===== src/rtl/y2nv_pkg.sv =====
`timescale 1ns / 1ps
// ----------------------------------------------------------------------------
// y2nv_pkg
// shared types and constants of the yuy2 to nv12 converter
// ----------------------------------------------------------------------------
package y2nv_pkg;

	// widest source line the chroma line store covers, in pixels
	localparam int MAX_WIDTH  = 4096;
	localparam int HALF_PAIRS = MAX_WIDTH / 2;
	localparam int PAIR_AW    = $clog2(HALF_PAIRS);
	localparam int STORE_AW   = PAIR_AW + 1;
	localparam int STORE_DEPTH = 2 * HALF_PAIRS;
	localparam int CHROMA_W   = 16;

	localparam int CFG_IDX_W  = 3;
	localparam int CFG_DATA_W = 13;

	typedef enum logic [CFG_IDX_W-1:0] {
		REG_FRAME_WIDTH   = 3'd0,
		REG_FRAME_HEIGHT  = 3'd1,
		REG_MARGIN_LEFT   = 3'd2,
		REG_MARGIN_TOP    = 3'd3,
		REG_MARGIN_RIGHT  = 3'd4,
		REG_MARGIN_BOTTOM = 3'd5,
		REG_INTERLACED    = 3'd6
	} reg_index_t;

	localparam logic [12:0] FRAME_WIDTH_RST  = 13'd1920;
	localparam logic [12:0] FRAME_HEIGHT_RST = 13'd1080;

	typedef struct packed {
		logic [12:0] frame_width;
		logic [12:0] frame_height;
		logic [11:0] margin_left;
		logic [11:0] margin_top;
		logic [11:0] margin_right;
		logic [11:0] margin_bottom;
		logic        interlaced_mode;
	} cfg_t;

	// how the chroma of an item combines with the stored row
	typedef enum logic [1:0] {
		OP_NONE,
		OP_AVG,
		OP_PREV3,
		OP_CUR3
	} chroma_op_t;

	typedef struct packed {
		logic [7:0]  luma_even;
		logic [7:0]  luma_odd;
		logic [7:0]  chroma_blue;
		logic [7:0]  chroma_red;
		logic [11:0] row;
		logic [10:0] pair;
		logic [11:0] chroma_row;
		chroma_op_t  op;
	} item_t;

	typedef struct packed {
		logic                we;
		logic                re;
		logic [STORE_AW-1:0] addr;
		logic [CHROMA_W-1:0] wdata;
	} ram_req_t;

endpackage


===== src/rtl/y2nv_front.sv =====
`timescale 1ns / 1ps
// ----------------------------------------------------------------------------
// y2nv_front
// raster position, crop window and line store access; holds the s1 item
// ----------------------------------------------------------------------------
module y2nv_front (
	input  logic              clk,
	input  logic              arst_n,
	input  y2nv_pkg::cfg_t    cfg,
	input  logic              accept,
	input  logic              frame_start,
	input  logic [7:0]        luma_even,
	input  logic [7:0]        chroma_blue,
	input  logic [7:0]        luma_odd,
	input  logic [7:0]        chroma_red,
	input  logic              pop,
	output logic              valid_s1,
	output y2nv_pkg::item_t   item_s1,
	output y2nv_pkg::ram_req_t ram_req
);
	import y2nv_pkg::*;

	logic [11:0] col_q, row_q;
	logic [11:0] col_cur, row_cur;
	logic [11:0] wpl_raw, wpl;
	logic [10:0] left_half, right_half;
	logic        keep_col, keep_row, keep;
	logic [11:0] pair, r;
	logic        in_store, group_full;
	logic        line_end, frame_end;
	logic        bank;
	logic        wr_req, rd_req;
	item_t       item_d;

	always_comb begin
		col_cur    = frame_start ? 12'd0 : col_q;
		row_cur    = frame_start ? 12'd0 : row_q;
		wpl_raw    = cfg.frame_width[12:1];
		wpl        = (wpl_raw == 12'd0) ? 12'd1 : wpl_raw;
		left_half  = cfg.margin_left[11:1];
		right_half = cfg.margin_right[11:1];

		keep_col = (col_cur >= {1'b0, left_half})
			&& (({1'b0, col_cur} + {2'b0, right_half}) < {1'b0, wpl});
		keep_row = (row_cur >= cfg.margin_top)
			&& (({1'b0, row_cur} + {1'b0, cfg.margin_bottom}) < cfg.frame_height);
		keep     = keep_col && keep_row;

		pair     = col_cur - {1'b0, left_half};
		r        = row_cur - cfg.margin_top;
		in_store = (32'(pair) < HALF_PAIRS);
		// last row of this group of four still inside the window
		group_full = ({2'b0, r[11:2], 2'b11} + {2'b0, cfg.margin_top}
			+ {2'b0, cfg.margin_bottom}) < {1'b0, cfg.frame_height};

		wr_req = 1'b0;
		rd_req = 1'b0;
		bank   = 1'b0;
		item_d.op = OP_NONE;
		if (in_store) begin
			if (!cfg.interlaced_mode) begin
				if (!r[0]) begin
					wr_req = 1'b1;
				end else begin
					rd_req    = 1'b1;
					item_d.op = OP_AVG;
				end
			end else begin
				bank = r[0];
				if (!r[1]) begin
					wr_req = 1'b1;
				end else if (group_full) begin
					rd_req    = 1'b1;
					item_d.op = r[0] ? OP_CUR3 : OP_PREV3;
				end
			end
		end

		item_d.luma_even   = luma_even;
		item_d.luma_odd    = luma_odd;
		item_d.chroma_blue = chroma_blue;
		item_d.chroma_red  = chroma_red;
		item_d.row         = r;
		item_d.pair        = pair[10:0];
		item_d.chroma_row  = cfg.interlaced_mode ? {1'b0, r[11:2], r[0]}
			: {1'b0, r[11:1]};

		ram_req.we    = accept && keep && wr_req;
		ram_req.re    = accept && keep && rd_req;
		ram_req.addr  = {bank, pair[PAIR_AW-1:0]};
		ram_req.wdata = {chroma_blue, chroma_red};

		line_end  = ({1'b0, col_cur} + 13'd1) >= {1'b0, wpl};
		frame_end = (row_cur == 12'hfff)
			|| (({1'b0, row_cur} + 13'd1) >= cfg.frame_height);
	end

	always_ff @(posedge clk or negedge arst_n) begin
		if (!arst_n) begin
			col_q <= '0;
			row_q <= '0;
		end else if (accept) begin
			if (line_end) begin
				col_q <= '0;
				row_q <= frame_end ? 12'd0 : row_cur + 12'd1;
			end else begin
				col_q <= col_cur + 12'd1;
				row_q <= row_cur;
			end
		end
	end

	always_ff @(posedge clk or negedge arst_n) begin
		if (!arst_n) begin
			valid_s1 <= 1'b0;
		end else if (accept) begin
			valid_s1 <= keep;
		end else if (pop) begin
			valid_s1 <= 1'b0;
		end
	end

	always_ff @(posedge clk) begin
		if (accept && keep) begin
			item_s1 <= item_d;
		end
	end

endmodule


===== config.mk =====
export PLATFORM = sky130hd
export DESIGN_NAME = y2nv_front
export DESIGN_NICKNAME = d
export VERILOG_FILES = /design/src/rtl/y2nv_pkg.sv /design/src/rtl/y2nv_front.sv
export SDC_FILE = /design/constraint.sdc
export NUM_CORES = 1
export LEC_CHECK = 0
export ABC_AREA = 1
export ABC_CLOCK_PERIOD_IN_PS = 7070
export BUFFER_PORTS_ARGS = -buffer_cell sky130_fd_sc_hd__buf_4
export CORE_UTILIZATION = 50
export CTS_CLUSTER_DIAMETER = 80
export CTS_CLUSTER_SIZE = 40
export DETAILED_ROUTE_END_ITERATION = 6
export HOLD_SLACK_MARGIN = 0.08
export PLACE_DENSITY = 0.81
export REMOVE_ABC_BUFFERS = 1
export SLEW_MARGIN = 15
export SYNTH_ARGS = -nofsm -noshare
export SYNTH_HDL_FRONTEND = slang
export SYNTH_SLANG_ARGS = --single-unit

===== constraint.sdc =====
create_clock -name clk -period 7.07 [get_ports clk]
set_input_delay 0.707 -clock clk [delete_from_list [all_inputs] [get_ports clk]]
set_output_delay 0.707 -clock clk [all_outputs]
set_load 0.02 [all_outputs]

==> impl_metrics.env <==
export IMPL_arrival_ns=5.73
export IMPL_cts_buffers=9
export IMPL_yosysSeqAreaShare_pct=27.8
export IMPL_htree_num_levels=3
export IMPL_maxCapViolCount=0
export IMPL_vdd_ir_drop_max_v=0.000119
export IMPL_hold_path_class="primary input to async pin"
export IMPL_io_buffers=207
export IMPL_drv_slew=0
export IMPL_yosys_warnings=0
export IMPL_synth_simple_gate_area_share_pct=25.0
export IMPL_yosys_area_share_adder_pct=20.3
export IMPL_grt_use_total_pct=26.0
export IMPL_diodes=0
export IMPL_netlist_area_um2=8530
export IMPL_first_global_vias=7307
export IMPL_yosysUniqueCellTypes=47
export IMPL_worstPathRequired_ns=6.36
export IMPL_synthMuxAreaShare_pct=0
export IMPL_finalCritPeriodShare_pct=91.0
export IMPL_clk_path_buf_depth=2
export IMPL_synth_xor_area_share_pct=6.26
export IMPL_viasPerCell=5.24
export IMPL_gp_congestion=0.941
export IMPL_drtIter0Drc=569
export IMPL_cpPeakStageDelay_ns=0.46
export IMPL_finish_utilization_pct=61.7
export IMPL_vias=7891
export IMPL_wl_per_cell_um=15.0
export IMPL_cts_clk_slew_worst_paths_ns=0.08
export IMPL_core_area_um2=16600
export IMPL_crit_type="primary input to output port"
export IMPL_reg2reg_slack_ns=1.97
export IMPL_grt_ovfl_total=0
export IMPL_dieWidth_um=133
export IMPL_rows=47
export IMPL_drive_gt1_share_pct=20.6
export IMPL_area_growth_pct=20.5
export IMPL_regArea_um2=2370
export IMPL_fmax_mhz=155
export IMPL_critPathMostFrequentCell="nand2_1"
export IMPL_final_nets=1523
export IMPL_hold_viol=0
export IMPL_clock_sinks=83
export IMPL_cts_tree="built"
export IMPL_ys_ff_latch=83
export IMPL_synth_top_family_by_area="simple AND/OR/NAND/NOR gates"
export IMPL_start_kind="primary input"
export IMPL_fin_skew_ns=0.0168
export IMPL_finalCriticalPeriod_ns=6.43
export IMPL_status="finished clean"
export IMPL_worst_pin_slew_ns=0.804
export IMPL_setup_viol=0
export IMPL_power_density_nw_per_um2=145
export IMPL_worstSkewPairLatency_ns=0.35
export IMPL_postCtsSetupRepairBufs=0
export IMPL_ios=212
export IMPL_antenna_found_initial=0
export IMPL_syn_instance_count=1113
export IMPL_dp_hpwl_um=18800
export IMPL_cts_hold_buffers_added=0
export IMPL_first_pass_iters=5
export IMPL_grt_max_degree=42
export IMPL_synth_edf_count=58
export IMPL_synth_main_ff_cell="edfxtp_1"
export IMPL_async_flop_share_pct=30.1
export IMPL_grt_pass1_wl_um=36000
export IMPL_slew_headroom_pct=46.3
export IMPL_p_leak_nw=5.52
export IMPL_drt_wl_total_um=22500
export IMPL_ctsRootBufferMaster="clkbuf_16"
export IMPL_critPathMaxFanout=19
export IMPL_cts_resized=0
export IMPL_die_h_um=133
export IMPL_tns_ns=0
export IMPL_initial_utilization_pct=51.3
export IMPL_drc=0
export IMPL_slowest_stage="fa_1"
export IMPL_die_area_um2=17600
export IMPL_crit_path_end_kind="output port"
export IMPL_syn_avg_cell_area_um2=7.66
export IMPL_multiInputGateArea_um2=5100
export IMPL_ant_nets=0
export IMPL_synth_compound_area_share_pct=8.20
export IMPL_rsz0062_at_grt="no"
export IMPL_fill_cells=1474
layout make-up:
| class | instances | area share (%) |
|---|---|---|
| clock inverter | 7 | 0.694 |
| inverter | 175 | 6.47 |
| clock buffer | 9 | 2.19 |
| sequential | 83 | 23.0 |
| timing repair buffer | 209 | 15.3 |
| multi-input combinational | 803 | 49.7 |
| tap | 220 | 2.68 |
cells in the final DEF, fill, tap and decap left out, drive strengths merged, types with 17 or more instances in the layout:
master,instances
a21oi,58
buf,209
dfrtp,25
edfxtp,58
ha,116
inv,179
nand2,263
nand3,93
nor2,93
nor3,18
o21ai,41
xnor2,17
xor2,44
critical path, delay by kind of cell:
kind,cells,cell delay (ns)
adder cells (fa/ha/maj),5,1.77
AND/OR/NAND/NOR,14,1.27
buffers and inverters,5,0.69
AO/OA/AOI/OAI,3,0.79
XOR/XNOR,2,0.46
cell usage after synthesis (17+ instances only):
cell	n	area share [%]
dfrtp_1	25	7.3
nand3_1	90	5.3
ha_1	116	17
xor2_1	44	4.5
buf_4	40	3.5
nand2_1	252	11
a21oi_1	58	3.4
edfxtp_1	58	20
o21ai_0	31	1.8
inv_1	167	7.3
xnor2_1	17	1.7
nor2_1	87	3.8
where the power goes:
part	total (W)	switching [W]	internal, W
clock	0.000482	0.000232	0.000249
combinational	0.000485	0.000281	0.000204
sequential	0.000527	0.00000143	0.000526
total	0.00149	0.000515	0.000979
sequential cells by signal (all words and copies together) (netlist names):
register	count
col_q	12
item_s1	58
valid_s1	1
row_q	12
through the flow:
step	cell area, µm²	instances	hold slack, ns	setup slack, ns	total power, W
finish	10300	1506	0.247	0.636	0.00149
global route	10300	1506	0.273	0.205	0.00158
CTS	10300	1506	0.253	0.645	0.00150
detailed placement	9980	1490	0.476	0.673	0.00102
global placement	9980	1490	0.462	0.796	0.00100
floorplan	8140	1061	0.411	1.39	0.000846
layer usage:
metal | share of wire [%] | wire, µm | GRT usage, %
met3 | 7.0 | 1570 | 3.60
met5 | 0 | 0 | 0
met2 | 47 | 10700 | 44.3
met1 | 43 | 9750 | 34.3
met4 | 2.3 | 520 | 8.05
cell families (layout without fill, tap and decap cells):
family / count (synthesis) / count (layout)
AO/OA/AOI/OAI: 124 / 124
XOR/XNOR: 61 / 61
adder cells (fa/ha/maj): 130 / 130
buffers and inverters: 227 / 400
flip-flops: 83 / 83
other: 1 / 1
AND/OR/NAND/NOR: 487 / 487
path summary, 6_finish.rpt:
path                              from           to  cells past startpoint
max                        frame_start  ram_req[28]                     29
min                             arst_n     col_q[7]                      1
max reg2reg                   row_q[0]   item_s1[0]                     26
min reg2reg                   row_q[0]     row_q[0]                      2
max in group asynchronous       arst_n     row_q[3]                      1
min in group clk              row_q[0]     row_q[0]                      2
Power figures use the tool's default switching activity.
