==> src/rtl/y2nv_pkg.sv <==
`timescale 1ns / 1ps
// ----------------------------------------------------------------------------
// y2nv_pkg
// shared types and constants of the yuy2 to nv12 converter
// ----------------------------------------------------------------------------
package y2nv_pkg;

	// widest source line the chroma line store covers, in pixels
	localparam int MAX_WIDTH  = 4096;
	localparam int HALF_PAIRS = MAX_WIDTH / 2;
	localparam int PAIR_AW    = $clog2(HALF_PAIRS);
	localparam int STORE_AW   = PAIR_AW + 1;
	localparam int STORE_DEPTH = 2 * HALF_PAIRS;
	localparam int CHROMA_W   = 16;

	localparam int CFG_IDX_W  = 3;
	localparam int CFG_DATA_W = 13;

	typedef enum logic [CFG_IDX_W-1:0] {
		REG_FRAME_WIDTH   = 3'd0,
		REG_FRAME_HEIGHT  = 3'd1,
		REG_MARGIN_LEFT   = 3'd2,
		REG_MARGIN_TOP    = 3'd3,
		REG_MARGIN_RIGHT  = 3'd4,
		REG_MARGIN_BOTTOM = 3'd5,
		REG_INTERLACED    = 3'd6
	} reg_index_t;

	localparam logic [12:0] FRAME_WIDTH_RST  = 13'd1920;
	localparam logic [12:0] FRAME_HEIGHT_RST = 13'd1080;

	typedef struct packed {
		logic [12:0] frame_width;
		logic [12:0] frame_height;
		logic [11:0] margin_left;
		logic [11:0] margin_top;
		logic [11:0] margin_right;
		logic [11:0] margin_bottom;
		logic        interlaced_mode;
	} cfg_t;

	// how the chroma of an item combines with the stored row
	typedef enum logic [1:0] {
		OP_NONE,
		OP_AVG,
		OP_PREV3,
		OP_CUR3
	} chroma_op_t;

	typedef struct packed {
		logic [7:0]  luma_even;
		logic [7:0]  luma_odd;
		logic [7:0]  chroma_blue;
		logic [7:0]  chroma_red;
		logic [11:0] row;
		logic [10:0] pair;
		logic [11:0] chroma_row;
		chroma_op_t  op;
	} item_t;

	typedef struct packed {
		logic                we;
		logic                re;
		logic [STORE_AW-1:0] addr;
		logic [CHROMA_W-1:0] wdata;
	} ram_req_t;

endpackage

==> src/rtl/y2nv_emit.sv <==
`timescale 1ns / 1ps
// ----------------------------------------------------------------------------
// y2nv_emit
// vertical chroma filter and result sequencer into the output register
// ----------------------------------------------------------------------------
module y2nv_emit (
	input  logic                              clk,
	input  logic                              arst_n,
	input  logic                              valid_s1,
	input  y2nv_pkg::item_t                   item_s1,
	input  logic [y2nv_pkg::CHROMA_W-1:0]     stored,
	output logic                              pop,
	output logic                              out_valid,
	input  logic                              out_ready,
	output logic                              plane,
	output logic [11:0]                       out_row,
	output logic [10:0]                       out_pair,
	output logic [7:0]                        first_byte,
	output logic [7:0]                        second_byte,
	output logic                              last
);
	import y2nv_pkg::*;

	function automatic logic [7:0] avg2(input logic [7:0] a, input logic [7:0] b);
		logic [8:0] s;
		s = {1'b0, a} + {1'b0, b} + 9'd1;
		return s[8:1];
	endfunction

	// (3*a + b + 2) >> 2
	function automatic logic [7:0] wgt31(input logic [7:0] a, input logic [7:0] b);
		logic [9:0] s;
		s = {2'b0, a} + {1'b0, a, 1'b0} + {2'b0, b} + 10'd2;
		return s[9:2];
	endfunction

	logic       luma_done_q;
	logic       has_chroma;
	logic       load;
	logic [7:0] su, sv, cu, cv;

	always_comb begin
		su = stored[15:8];
		sv = stored[7:0];
		case (item_s1.op)
			OP_AVG: begin
				cu = avg2(su, item_s1.chroma_blue);
				cv = avg2(sv, item_s1.chroma_red);
			end
			OP_PREV3: begin
				cu = wgt31(su, item_s1.chroma_blue);
				cv = wgt31(sv, item_s1.chroma_red);
			end
			OP_CUR3: begin
				cu = wgt31(item_s1.chroma_blue, su);
				cv = wgt31(item_s1.chroma_red, sv);
			end
			default: begin
				cu = '0;
				cv = '0;
			end
		endcase
		has_chroma = (item_s1.op != OP_NONE);
		load       = !out_valid || out_ready;
		pop        = valid_s1 && load && (luma_done_q || !has_chroma);
	end

	always_ff @(posedge clk or negedge arst_n) begin
		if (!arst_n) begin
			out_valid   <= 1'b0;
			luma_done_q <= 1'b0;
		end else if (load) begin
			out_valid <= valid_s1;
			if (valid_s1) begin
				luma_done_q <= !luma_done_q && has_chroma;
			end
		end
	end

	always_ff @(posedge clk) begin
		if (load && valid_s1) begin
			out_pair <= item_s1.pair;
			if (!luma_done_q) begin
				plane       <= 1'b0;
				out_row     <= item_s1.row;
				first_byte  <= item_s1.luma_even;
				second_byte <= item_s1.luma_odd;
				last        <= !has_chroma;
			end else begin
				plane       <= 1'b1;
				out_row     <= item_s1.chroma_row;
				first_byte  <= cu;
				second_byte <= cv;
				last        <= 1'b1;
			end
		end
	end

endmodule

==> config.mk <==
export PLATFORM = sky130hd
export DESIGN_NAME = y2nv_emit
export DESIGN_NICKNAME = d
export VERILOG_FILES = /design/src/rtl/y2nv_pkg.sv /design/src/rtl/y2nv_emit.sv
export SDC_FILE = /design/constraint.sdc
export NUM_CORES = 1
export LEC_CHECK = 0
export BUFFER_PORTS_ARGS = -buffer_cell sky130_fd_sc_hd__buf_2
export CORE_ASPECT_RATIO = 1.5
export CORE_UTILIZATION = 58
export CTS_CLUSTER_DIAMETER = 100
export DETAILED_ROUTE_END_ITERATION = 10
export GPL_TIMING_DRIVEN = 0
export PLACE_DENSITY_LB_ADDON = 0.15
export SETUP_SLACK_MARGIN = 0.3
export SLEW_MARGIN = 20
export SYNTH_ARGS = -nofsm -noshare
export SYNTH_HDL_FRONTEND = slang
export SYNTH_SLANG_ARGS = --single-unit
==> constraint.sdc <==
create_clock -name clk -period 4.2 [get_ports clk]
set_input_delay 0.63 -clock clk [delete_from_list [all_inputs] [get_ports clk]]
set_output_delay 0.63 -clock clk [all_outputs]
set_load 0.01 [all_outputs]
==> results.sh, run 1 <==
export IMPL_status="complete, no violations"
export IMPL_p_switching_uw=659
export IMPL_place_inst=679
export IMPL_combPwrFrac=0.464
export IMPL_grt_antenna_before_repair=0
export IMPL_tightest_slew_ns=0.825
export IMPL_cp_max_fo=7
export IMPL_min_period_over_period=0.748
export IMPL_startpoint_type="input port"
export IMPL_power_density_mw_per_mm2=340
export IMPL_finalNonFillerCells=687
export IMPL_yosys_warnings=0
export IMPL_cts_tree="yes"
export IMPL_initialDrtViolationCount=236
export IMPL_ys_flop_type="edfxtp_1"
export IMPL_routed_via_count=4048
export IMPL_synthSimpleGateAreaFrac=0.132
export IMPL_crit_type="input port to flop"
export IMPL_fin_nets=751
export IMPL_fmax_ghz=0.318
export IMPL_cpPeakStageDelay_ns=0.49
export IMPL_grt_pass1_wl_mm=18.0
export IMPL_io_pins=132
export IMPL_io_buffers=131
export IMPL_rrSetupSlack_ns=2.22
export IMPL_wirelength_mm=11.5
export IMPL_netlist_instances=446
export IMPL_slew_headroom=0.449
export IMPL_p_int_uw=1200
export IMPL_gr_total_overflow=0
export IMPL_slowest_stage="fa_1"
export IMPL_ir_drop_mv=0.188
export IMPL_drc=0
export IMPL_syn_area_mm2=0.00451
export IMPL_clock_latency_ns=0.28
export IMPL_grt_start_max_net_pins=42
export IMPL_hold_viol=0
export IMPL_grt_use_met1=0.313
export IMPL_start_util=0.597
export IMPL_yosys_register_bits=43
export IMPL_rr_startpoint="luma_done_q"
export IMPL_layout_common_cells="buf_2, ha_1, edfxtp_1, nor2_1, inv_1"
export IMPL_synth_compound_area_frac=0.206
export IMPL_gr_max_usage_layer="met2"
export IMPL_synthAdderAreaFrac=0.260
export IMPL_cts_made_buffers=5
export IMPL_drv_cap=0
export IMPL_wire_per_inst_um=16.8
export IMPL_cts_sinks=43
export IMPL_hp_class="input port to async pin"
export IMPL_worst_setup_path_end_kind="flop"
export IMPL_synth_top_family_by_area="adder cells"
export IMPL_htree_levels=2
export IMPL_p_leak_uw=0.00242
export IMPL_root_buffer="clkbuf_16"
export IMPL_fin_crit_ns=3.14
export IMPL_core_area_mm2=0.00756
export IMPL_required_ns=4.22
export IMPL_seq_power_share=0.292
export IMPL_final_max_slew_viol_count=0
export IMPL_fillers=572
export IMPL_num_antenna_cells=0
export IMPL_clockBufferDepth=2
export IMPL_syn_nets=613
export IMPL_drive_above_1_share=0.282
export IMPL_hpwlAfterDp_mm=9.59
export IMPL_ff2ff_path_depth=5
export IMPL_chipHeight_um=110
export IMPL_synth_area_mux_share=0.0366
export IMPL_synth_area_per_cell_um2=10.1
export IMPL_swShare=0.354
export IMPL_rows=39
export IMPL_areaGrowthSynthToFinish_pct=21.3
export IMPL_synth_edff_count=41
export IMPL_design_area_mm2=0.00547
export IMPL_path_clk_slew_ns=0.06
export IMPL_ant_nets=0
export IMPL_die_w_um=74.0
export IMPL_die_area_mm2=0.00814
export IMPL_setup_tns_final_ns=0
export IMPL_clockPowerShare=0.244
export IMPL_rr_endpoint="second_byte[0]"
export IMPL_met3_usage=0.0555
export IMPL_cts_hold_buffers_added=0
export IMPL_rsz0062_at_grt="false"
export IMPL_final_common_cell="buf_2"
export IMPL_post_cts_setup_buffers=0
export IMPL_grt_usage=0.295
export IMPL_fin_skew_ns=0.00243
export IMPL_grt_pass1_vias=3901
export IMPL_crit_chain="buf_2 -> fa_1 -> ha_1 -> buf_6 -> and4_1 -> a211oi_2 -> o21ai_2 -> a311o_1 -> a2111oi_1 -> nor2_1"
export IMPL_synthArstFlopShare=0.0465
export IMPL_synth_xor_area_frac=0.0485
export IMPL_setup_viol=0
export IMPL_arrival_ns=3.16
export IMPL_vias_per_cell=5.89
export IMPL_dr_pass1_iters=5
export IMPL_ys_seq_area_frac=0.284
export IMPL_gp_congestion=0.907
export IMPL_use_met2=0.549
export IMPL_post_cts_resized=0
export IMPL_post_dp_cell_area_mm2=0.00530
export IMPL_ys_types=65
## state kept, by name, summed over array words and instances, names as in the netlist
| register | flops |
|---|---|
| second_byte | 8 |
| plane | 1 |
| luma_done_q | 1 |
| first_byte | 8 |
| out_row | 12 |
| out_pair | 11 |
| out_valid | 1 |
| last | 1 |
## power by group through the flow
stage	Sequential [µW]	Combinational, µW	Clock, µW
finish	543	862	453
global route	547	952	469
CTS	543	859	455
detailed placement	551	853	0
global placement	551	832	0
floorplan	572	573	0
## layout make-up
| cell class | instances | area (µm²) | share of cell area |
|---|---|---|---|
| repair buffers | 131 | 656 | 0.120 |
| flip-flops and latches | 43 | 1280 | 0.234 |
| well taps | 102 | 128 | 0.0233 |
| clock inverters | 2 | 38.8 | 0.00709 |
| inverters | 29 | 109 | 0.0199 |
| multi-input cells | 365 | 3080 | 0.563 |
| plain buffers | 9 | 42.5 | 0.00777 |
| clock buffers | 6 | 139 | 0.0254 |
## worst max-delay path by stage
stage | from | endpoint | depth (start not counted)
finish | item_s1[48] | first_byte[4] | 10
global route | stored[9] | first_byte[4] | 9
CTS | item_s1[48] | first_byte[4] | 10
detailed placement | item_s1[48] | first_byte[4] | 10
global placement | item_s1[48] | first_byte[4] | 10
floorplan | item_s1[48] | first_byte[4] | 9
## per-stage QoR
step	setup WS, ns	total power, µW	hold WS (ns)	utilization
after floorplan	1.21	1150	0.334	-
after global placement	0.764	1380	0.416	0.700
after detailed placement	0.779	1400	0.418	0.700
after CTS	1.05	1860	0.119	0.724
after global routing	0.999	1970	0.118	0.724
final	1.06	1860	0.119	0.724
## kinds of logic (layout without fill, tap and decap cells)
logic type / count (synthesis) / in the layout
compound gates: 129 / 129
simple gates: 118 / 118
fa+ha+maj: 78 / 78
flops: 43 / 43
buf+inv: 38 / 177
xor+xnor: 25 / 25
mux: 15 / 15
## cell usage after synthesis (9+ instances only)
cell,count,share of area
nor2b_1,13,0.018
fa_1,26,0.12
nor2_1,36,0.030
mux2_2,12,0.030
xor2_1,12,0.023
xnor2_1,13,0.025
o21ai_0,19,0.021
nor3_1,9,0.010
a21oi_1,26,0.029
nand3_1,9,0.010
inv_1,29,0.024
nand2_1,25,0.021
ha_1,52,0.14
edfxtp_1,41,0.27
## metal layers
| layer | part of all wire | vias to the layer above |
|---|---|---|
| li1 | - | 1953 |
| met1 | 0.36 | 1907 |
| met2 | 0.54 | 155 |
| met3 | 0.058 | 33 |
| met4 | 0.037 | 0 |
| met5 | 0 | - |
## critical path, delay by kind of cell
kind | cells | cell delay [ns]
AOI/OAI and AO/OA | 4 | 1.16
and+or+nand+nor | 2 | 0.27
adders and majority gates | 2 | 0.81
buffers and inverters | 2 | 0.28
Note: power is estimated with default switching activity, not from simulation.
==> run 2: changes to the inputs <==
- CORE_UTILIZATION: 58 -> 48
- clock period: 4.2 -> 2.6 ns (I/O delays scaled with it)
==> results.sh, run 2 (same netlist as run 1, synthesis figures left out) <==
export IMPL_cts_sinks=43
export IMPL_root_buffer="clkbuf_16"
export IMPL_hp_class="input port to flop"
export IMPL_vias_per_cell=5.89
export IMPL_wirelength_mm=13.1
export IMPL_top_layer="met4"
export IMPL_largest_register_ffs=12
export IMPL_reg_top3="out_row (12), out_pair (11)"
export IMPL_final_max_slew_viol_count=0
export IMPL_layout_common_cells="buf_2, ha_1, edfxtp_1, nor2_1, inv_1"
export IMPL_swShare=0.382
export IMPL_power_density_mw_per_mm2=539
export IMPL_fin_nets=773
export IMPL_violations="negative setup slack"
export IMPL_grt_usage=0.272
export IMPL_drc=0
export IMPL_largest_register="out_row"
export IMPL_p_leak_uw=0.00260
export IMPL_io_buffers=131
export IMPL_met2_wirelength_mm=7.05
export IMPL_fin_skew_ns=0.00481
export IMPL_die_w_um=81.2
export IMPL_clockBufferDepth=2
export IMPL_min_period_over_period=1.02
export IMPL_worst_setup_path_end_kind="flop"
export IMPL_fin_crit_ns=2.64
export IMPL_wl_met3_um=585
export IMPL_wire_per_inst_um=18.3
export IMPL_tightest_slew_ns=0.631
export IMPL_final_common_cell="buf_2"
export IMPL_seq_power_share=0.265
export IMPL_gr_total_overflow=0
export IMPL_grt_pass1_wl_mm=20.2
export IMPL_core_area_mm2=0.00920
export IMPL_startpoint_type="input port"
export IMPL_setup_viol=3
export IMPL_cts_tree="yes"
export IMPL_grt_start_max_net_pins=32
export IMPL_place_inst=690
export IMPL_arrival_ns=2.68
export IMPL_initialDrtViolationCount=235
export IMPL_ant_nets=0
export IMPL_path_clk_slew_ns=0.06
export IMPL_fin_hold_ws_ns=0.281
export IMPL_grt_pass1_vias=4356
export IMPL_start_util=0.490
export IMPL_clockPowerShare=0.190
export IMPL_grt_antenna_before_repair=0
export IMPL_p_int_uw=2030
export IMPL_ir_drop_mv=0.464
export IMPL_rows=43
export IMPL_die_area_mm2=0.00980
export IMPL_fillers=767
export IMPL_hpwlAfterDp_mm=10.1
export IMPL_htree_levels=2
export IMPL_status="complete, but fails checks"
export IMPL_required_ns=2.64
export IMPL_combPwrFrac=0.544
export IMPL_fmax_ghz=0.379
export IMPL_slew_headroom=0.579
export IMPL_routed_via_count=4234
export IMPL_drive_above_1_share=0.382
export IMPL_cts_made_buffers=5
export IMPL_areaGrowthSynthToFinish_pct=35.2
export IMPL_p_switching_uw=1260
export IMPL_finalNonFillerCells=719
export IMPL_hold_viol=0
export IMPL_crit_type="input port to flop"
export IMPL_cp_max_fo=4
export IMPL_rsz0062_at_grt="true"
export IMPL_met1Wirelength_mm=4.85
export IMPL_num_antenna_cells=0
export IMPL_chipHeight_um=121
export IMPL_dr_pass1_iters=5
export IMPL_io_pins=132
export IMPL_gp_congestion=0.903
export IMPL_finalWorstSetupSlack_ns=-0.0413
export IMPL_clock_latency_ns=0.28
export IMPL_drv_cap=0
[run 2: per-stage QoR]
stage / utilization / total power [µW] / setup WS, ns / setup TNS (ns) / cell area [µm²]
final: 0.663 / 3290 / -0.0413 / -0.0975 / 6100
after global routing: 0.663 / 3460 / -0.132 / -0.414 / 6100
after CTS: 0.645 / 3160 / -0.0610 / -0.112 / 5940
after detailed placement: 0.588 / 2340 / -0.492 / -2.63 / 5410
after global placement: 0.586 / 2300 / -0.408 / -2.35 / 5390
after floorplan: - / 1900 / -0.0245 / -0.0245 / 4600
[run 2: cell type report]
class	count	area, µm²	share of cell area
multi-input combinational	365	3450	0.566
tap	112	140	0.0230
sequential	43	1280	0.210
timing repair buffer	153	927	0.152
clock inverter	3	23.8	0.00390
buffer	9	43.8	0.00718
inverter	29	109	0.0178
clock buffer	5	125	0.0205
[run 2: timing repair]
item                                   CTS  global route
hold buffers                             1             0
setup endpoints to repair               13            14
endpoints found under the hold margin    2             0
gates resized for setup                 53            24
pin swaps                               28            15
buffers inserted                        16             4
[run 2: worst max-delay path: stages]
cell,delay (ns)
buf_8,0.10
fa_1,0.57
ha_4,0.21
buf_6,0.11
and4_1,0.19
a211oi_2,0.23
o21ai_4,0.13
buf_6,0.15
a41oi_4,0.21
a221oi_2,0.09
a211o_1,0.29
[run 2: path summary, 6_finish.rpt]
check | cells past startpoint | slack (ns) | endpoint | from
setup / recovery | 11 | -0.04 | first_byte[7] | item_s1[48]
max in group asynchronous | 2 | 2.08 | out_valid | arst_n
hold / removal | 1 | 0.28 | out_pair[7] | item_s1[21]
min in group asynchronous | 2 | 0.41 | luma_done_q | arst_n
hold reg to reg | 0 | 0.49 | plane | luma_done_q
setup reg to reg | 5 | 0.51 | second_byte[0] | luma_done_q
[run 2: layer usage]
layer / vias up / track usage
met2: 175 / 0.493
met4: 0 / 0.163
met3: 47 / 0.0257
li1: 2002 / -
met5: - / 0
met1: 2010 / 0.295
[run 2: power groups by stage]
| stage | clock network, µW | logic, µW | registers, µW |
|---|---|---|---|
| CTS | 633 | 1650 | 873 |
| finish | 625 | 1790 | 872 |
| global placement | 0 | 1420 | 887 |
| global route | 657 | 1930 | 879 |
| detailed placement | 0 | 1450 | 887 |
| floorplan | 0 | 972 | 924 |
==> run 3: changes to the inputs <==
- ABC_AREA: default -> 1
- CORE_UTILIZATION: 48 -> 59
- clock period: 2.6 -> 3.35 ns (I/O delays scaled with it)
==> results.sh, run 3 <==
export IMPL_status="complete, no violations"
export IMPL_cts_sinks=43
export IMPL_multi_input_area_mm2=0.00324
export IMPL_setup_viol=0
export IMPL_setup_tns_final_ns=0
export IMPL_grt_pass1_wl_mm=21.6
export IMPL_required_ns=3.38
export IMPL_yosysMostFrequentCell="nand2_1"
export IMPL_whs_path_depth=1
export IMPL_routed_via_count=5024
export IMPL_fillers=687
export IMPL_cts_made_buffers=5
export IMPL_grt_usage=0.311
export IMPL_num_antenna_cells=0
export IMPL_finalWorstSetupSlack_ns=0.897
export IMPL_htree_levels=2
export IMPL_hold_viol=0
export IMPL_die_area_mm2=0.00872
export IMPL_path_clk_slew_ns=0.06
export IMPL_wirelength_mm=13.3
export IMPL_dr_pass1_iters=5
export IMPL_synth_area_leaders="edfxtp_1, nand2_1, ha_1"
export IMPL_rr_startpoint="luma_done_q"
export IMPL_syn_nets=819
export IMPL_synth_top_cell_by_area="edfxtp_1"
export IMPL_clock_latency_ns=0.28
export IMPL_clockBufferDepth=2
export IMPL_ff2ff_path_depth=5
export IMPL_worst_setup_path_end_kind="flop"
export IMPL_cp_max_fo=5
export IMPL_syn_area_mm2=0.00492
export IMPL_io_buffers=131
export IMPL_slew_headroom=0.648
export IMPL_drv_cap=0
export IMPL_areaGrowthSynthToFinish_pct=19.5
export IMPL_chipHeight_um=114
export IMPL_vias_per_cell=5.59
export IMPL_synth_edff_count=41
export IMPL_rsz0062_at_grt="false"
export IMPL_synthTopCellsByCount="nand2_1, inv_1, nand3_1, ha_1, edfxtp_1"
export IMPL_ant_nets=0
export IMPL_final_common_cell="nand2_1"
export IMPL_final_max_slew_viol_count=0
export IMPL_layout_common_cells="nand2_1, buf_2, inv_1, nand3_1, ha_1"
export IMPL_root_buffer="clkbuf_16"
export IMPL_startpoint_type="input port"
export IMPL_ir_drop_mv=0.259
export IMPL_hp_class="input port to flop"
export IMPL_yosys_register_bits=43
export IMPL_ys_types=35
export IMPL_initialDrtViolationCount=233
export IMPL_io_pins=132
export IMPL_largest_register_ffs=12
export IMPL_die_w_um=76.6
export IMPL_power_density_mw_per_mm2=399
export IMPL_largest_register="out_row"
export IMPL_fmax_ghz=0.408
export IMPL_grt_pass1_vias=5075
export IMPL_hpwlAfterDp_mm=11.2
export IMPL_arrival_ns=2.49
export IMPL_gp_congestion=0.939
export IMPL_ys_flop_type="edfxtp_1"
export IMPL_fin_crit_ns=2.45
export IMPL_min_period_over_period=0.732
export IMPL_crit_type="input port to flop"
export IMPL_regArea_mm2=0.00128
export IMPL_synth_area_per_cell_um2=7.55
export IMPL_fin_skew_ns=0.00743
export IMPL_tightest_slew_ns=0.528
export IMPL_start_util=0.611
export IMPL_hold_start="item_s1[23]"
export IMPL_place_inst=889
export IMPL_rows=40
export IMPL_yosys_warnings=0
export IMPL_netlist_instances=652
export IMPL_gr_total_overflow=0
export IMPL_rr_endpoint="out_row[2]"
export IMPL_cts_tree="yes"
export IMPL_fin_nets=959
export IMPL_synth_top_cell_area_share=0.250
export IMPL_grt_start_max_net_pins=35
export IMPL_place_worst_setup_slack_ns=0.601
export IMPL_wire_per_inst_um=14.8
export IMPL_drive_above_1_share=0.238
export IMPL_finalNonFillerCells=898
export IMPL_p_leak_uw=0.00314
export IMPL_grt_antenna_before_repair=0
export IMPL_hold_path_end="out_pair[9]"
export IMPL_synthArstFlopShare=0.0465
export IMPL_drc=0
export IMPL_reg_top3="out_row (12), out_pair (11)"
export IMPL_core_area_mm2=0.00806
export IMPL_post_cts_resized=0
export IMPL_ys_seq_area_frac=0.260
export IMPL_rrSetupSlack_ns=1.77
## run 3: per-stage QoR
step / power [µW] / utilization / hold WS (ns) / area (µm²)
3_3_place_gp: 1820 / 0.708 / 0.291 / 5710
5_1_grt: 2520 / 0.730 / 0.385 / 5880
6_report: 2340 / 0.730 / 0.397 / 5880
4_1_cts: 2340 / 0.730 / 0.393 / 5880
3_5_place_dp: 1870 / 0.711 / 0.290 / 5730
2_1_floorplan: 1520 / - / 0.207 / 4920
## run 3: cell families after synthesis
logic type / after synthesis / share of synthesized area
AND/OR/NAND/NOR: 345 / 0.316
buffers and inverters: 100 / 0.0804
AO/OA/AOI/OAI: 86 / 0.105
adder cells (fa/ha/maj): 78 / 0.238
flip-flops: 43 / 0.260
## run 3: routing by layer
| metal | vias to the layer above | GRT usage | routed length, µm |
|---|---|---|---|
| met5 | - | 0 | 0 |
| met4 | 0 | 0.212 | 889 |
| met3 | 81 | 0.0368 | 617 |
| met2 | 228 | 0.606 | 7110 |
| met1 | 2275 | 0.302 | 4640 |
| li1 | 2440 | - | - |
## run 3: how the worst max path moves through the flow
| stage | to | depth (start not counted) | slack, ns | startpoint |
|---|---|---|---|---|
| 3_3_place_gp | second_byte[7] | 11 | 0.64 | item_s1[42] |
| 3_5_place_dp | first_byte[5] | 10 | 0.60 | item_s1[51] |
| 6_report | first_byte[5] | 10 | 0.90 | item_s1[51] |
| 4_1_cts | first_byte[5] | 10 | 0.89 | item_s1[51] |
| 5_1_grt | first_byte[5] | 10 | 0.68 | item_s1[51] |
| 2_1_floorplan | second_byte[2] | 9 | 1.06 | item_s1[39] |
## run 3: final cells by class
cell class,instances,area share
multi-input cells,509,0.552
flip-flops and latches,43,0.218
repair buffers,133,0.117
inverters,91,0.0581
well taps,105,0.0223
clock buffers,6,0.0219
plain buffers,9,0.00915
clock inverters,2,0.00213
## run 3: power by group
| part | internal [µW] | leakage, µW | total [µW] | switching [µW] |
|---|---|---|---|---|
| clock network | 275 | 0.0000669 | 467 | 192 |
| logic | 441 | 0.00265 | 1180 | 743 |
| registers | 676 | 0.000419 | 692 | 15.9 |
| total | 1390 | 0.00314 | 2340 | 951 |
## run 3: what timing repair did
| item | CTS | global route |
|---|---|---|
| hold buffers | 1 | 0 |
| endpoints found under the setup margin | 0 | 0 |
| endpoints found under the hold margin | 2 | 0 |
| buffers inserted | 0 | 0 |
## run 3: worst max-delay path, cell delays in order
cell and delay, ns:
buf_2 0.15, fa_1 0.48, ha_1 0.37, a21oi_1 0.22, a21boi_0 0.29, nand3_1 0.13, nand3_1 0.12, nand3_1 0.11
nand2_1 0.07, nand2_1 0.04
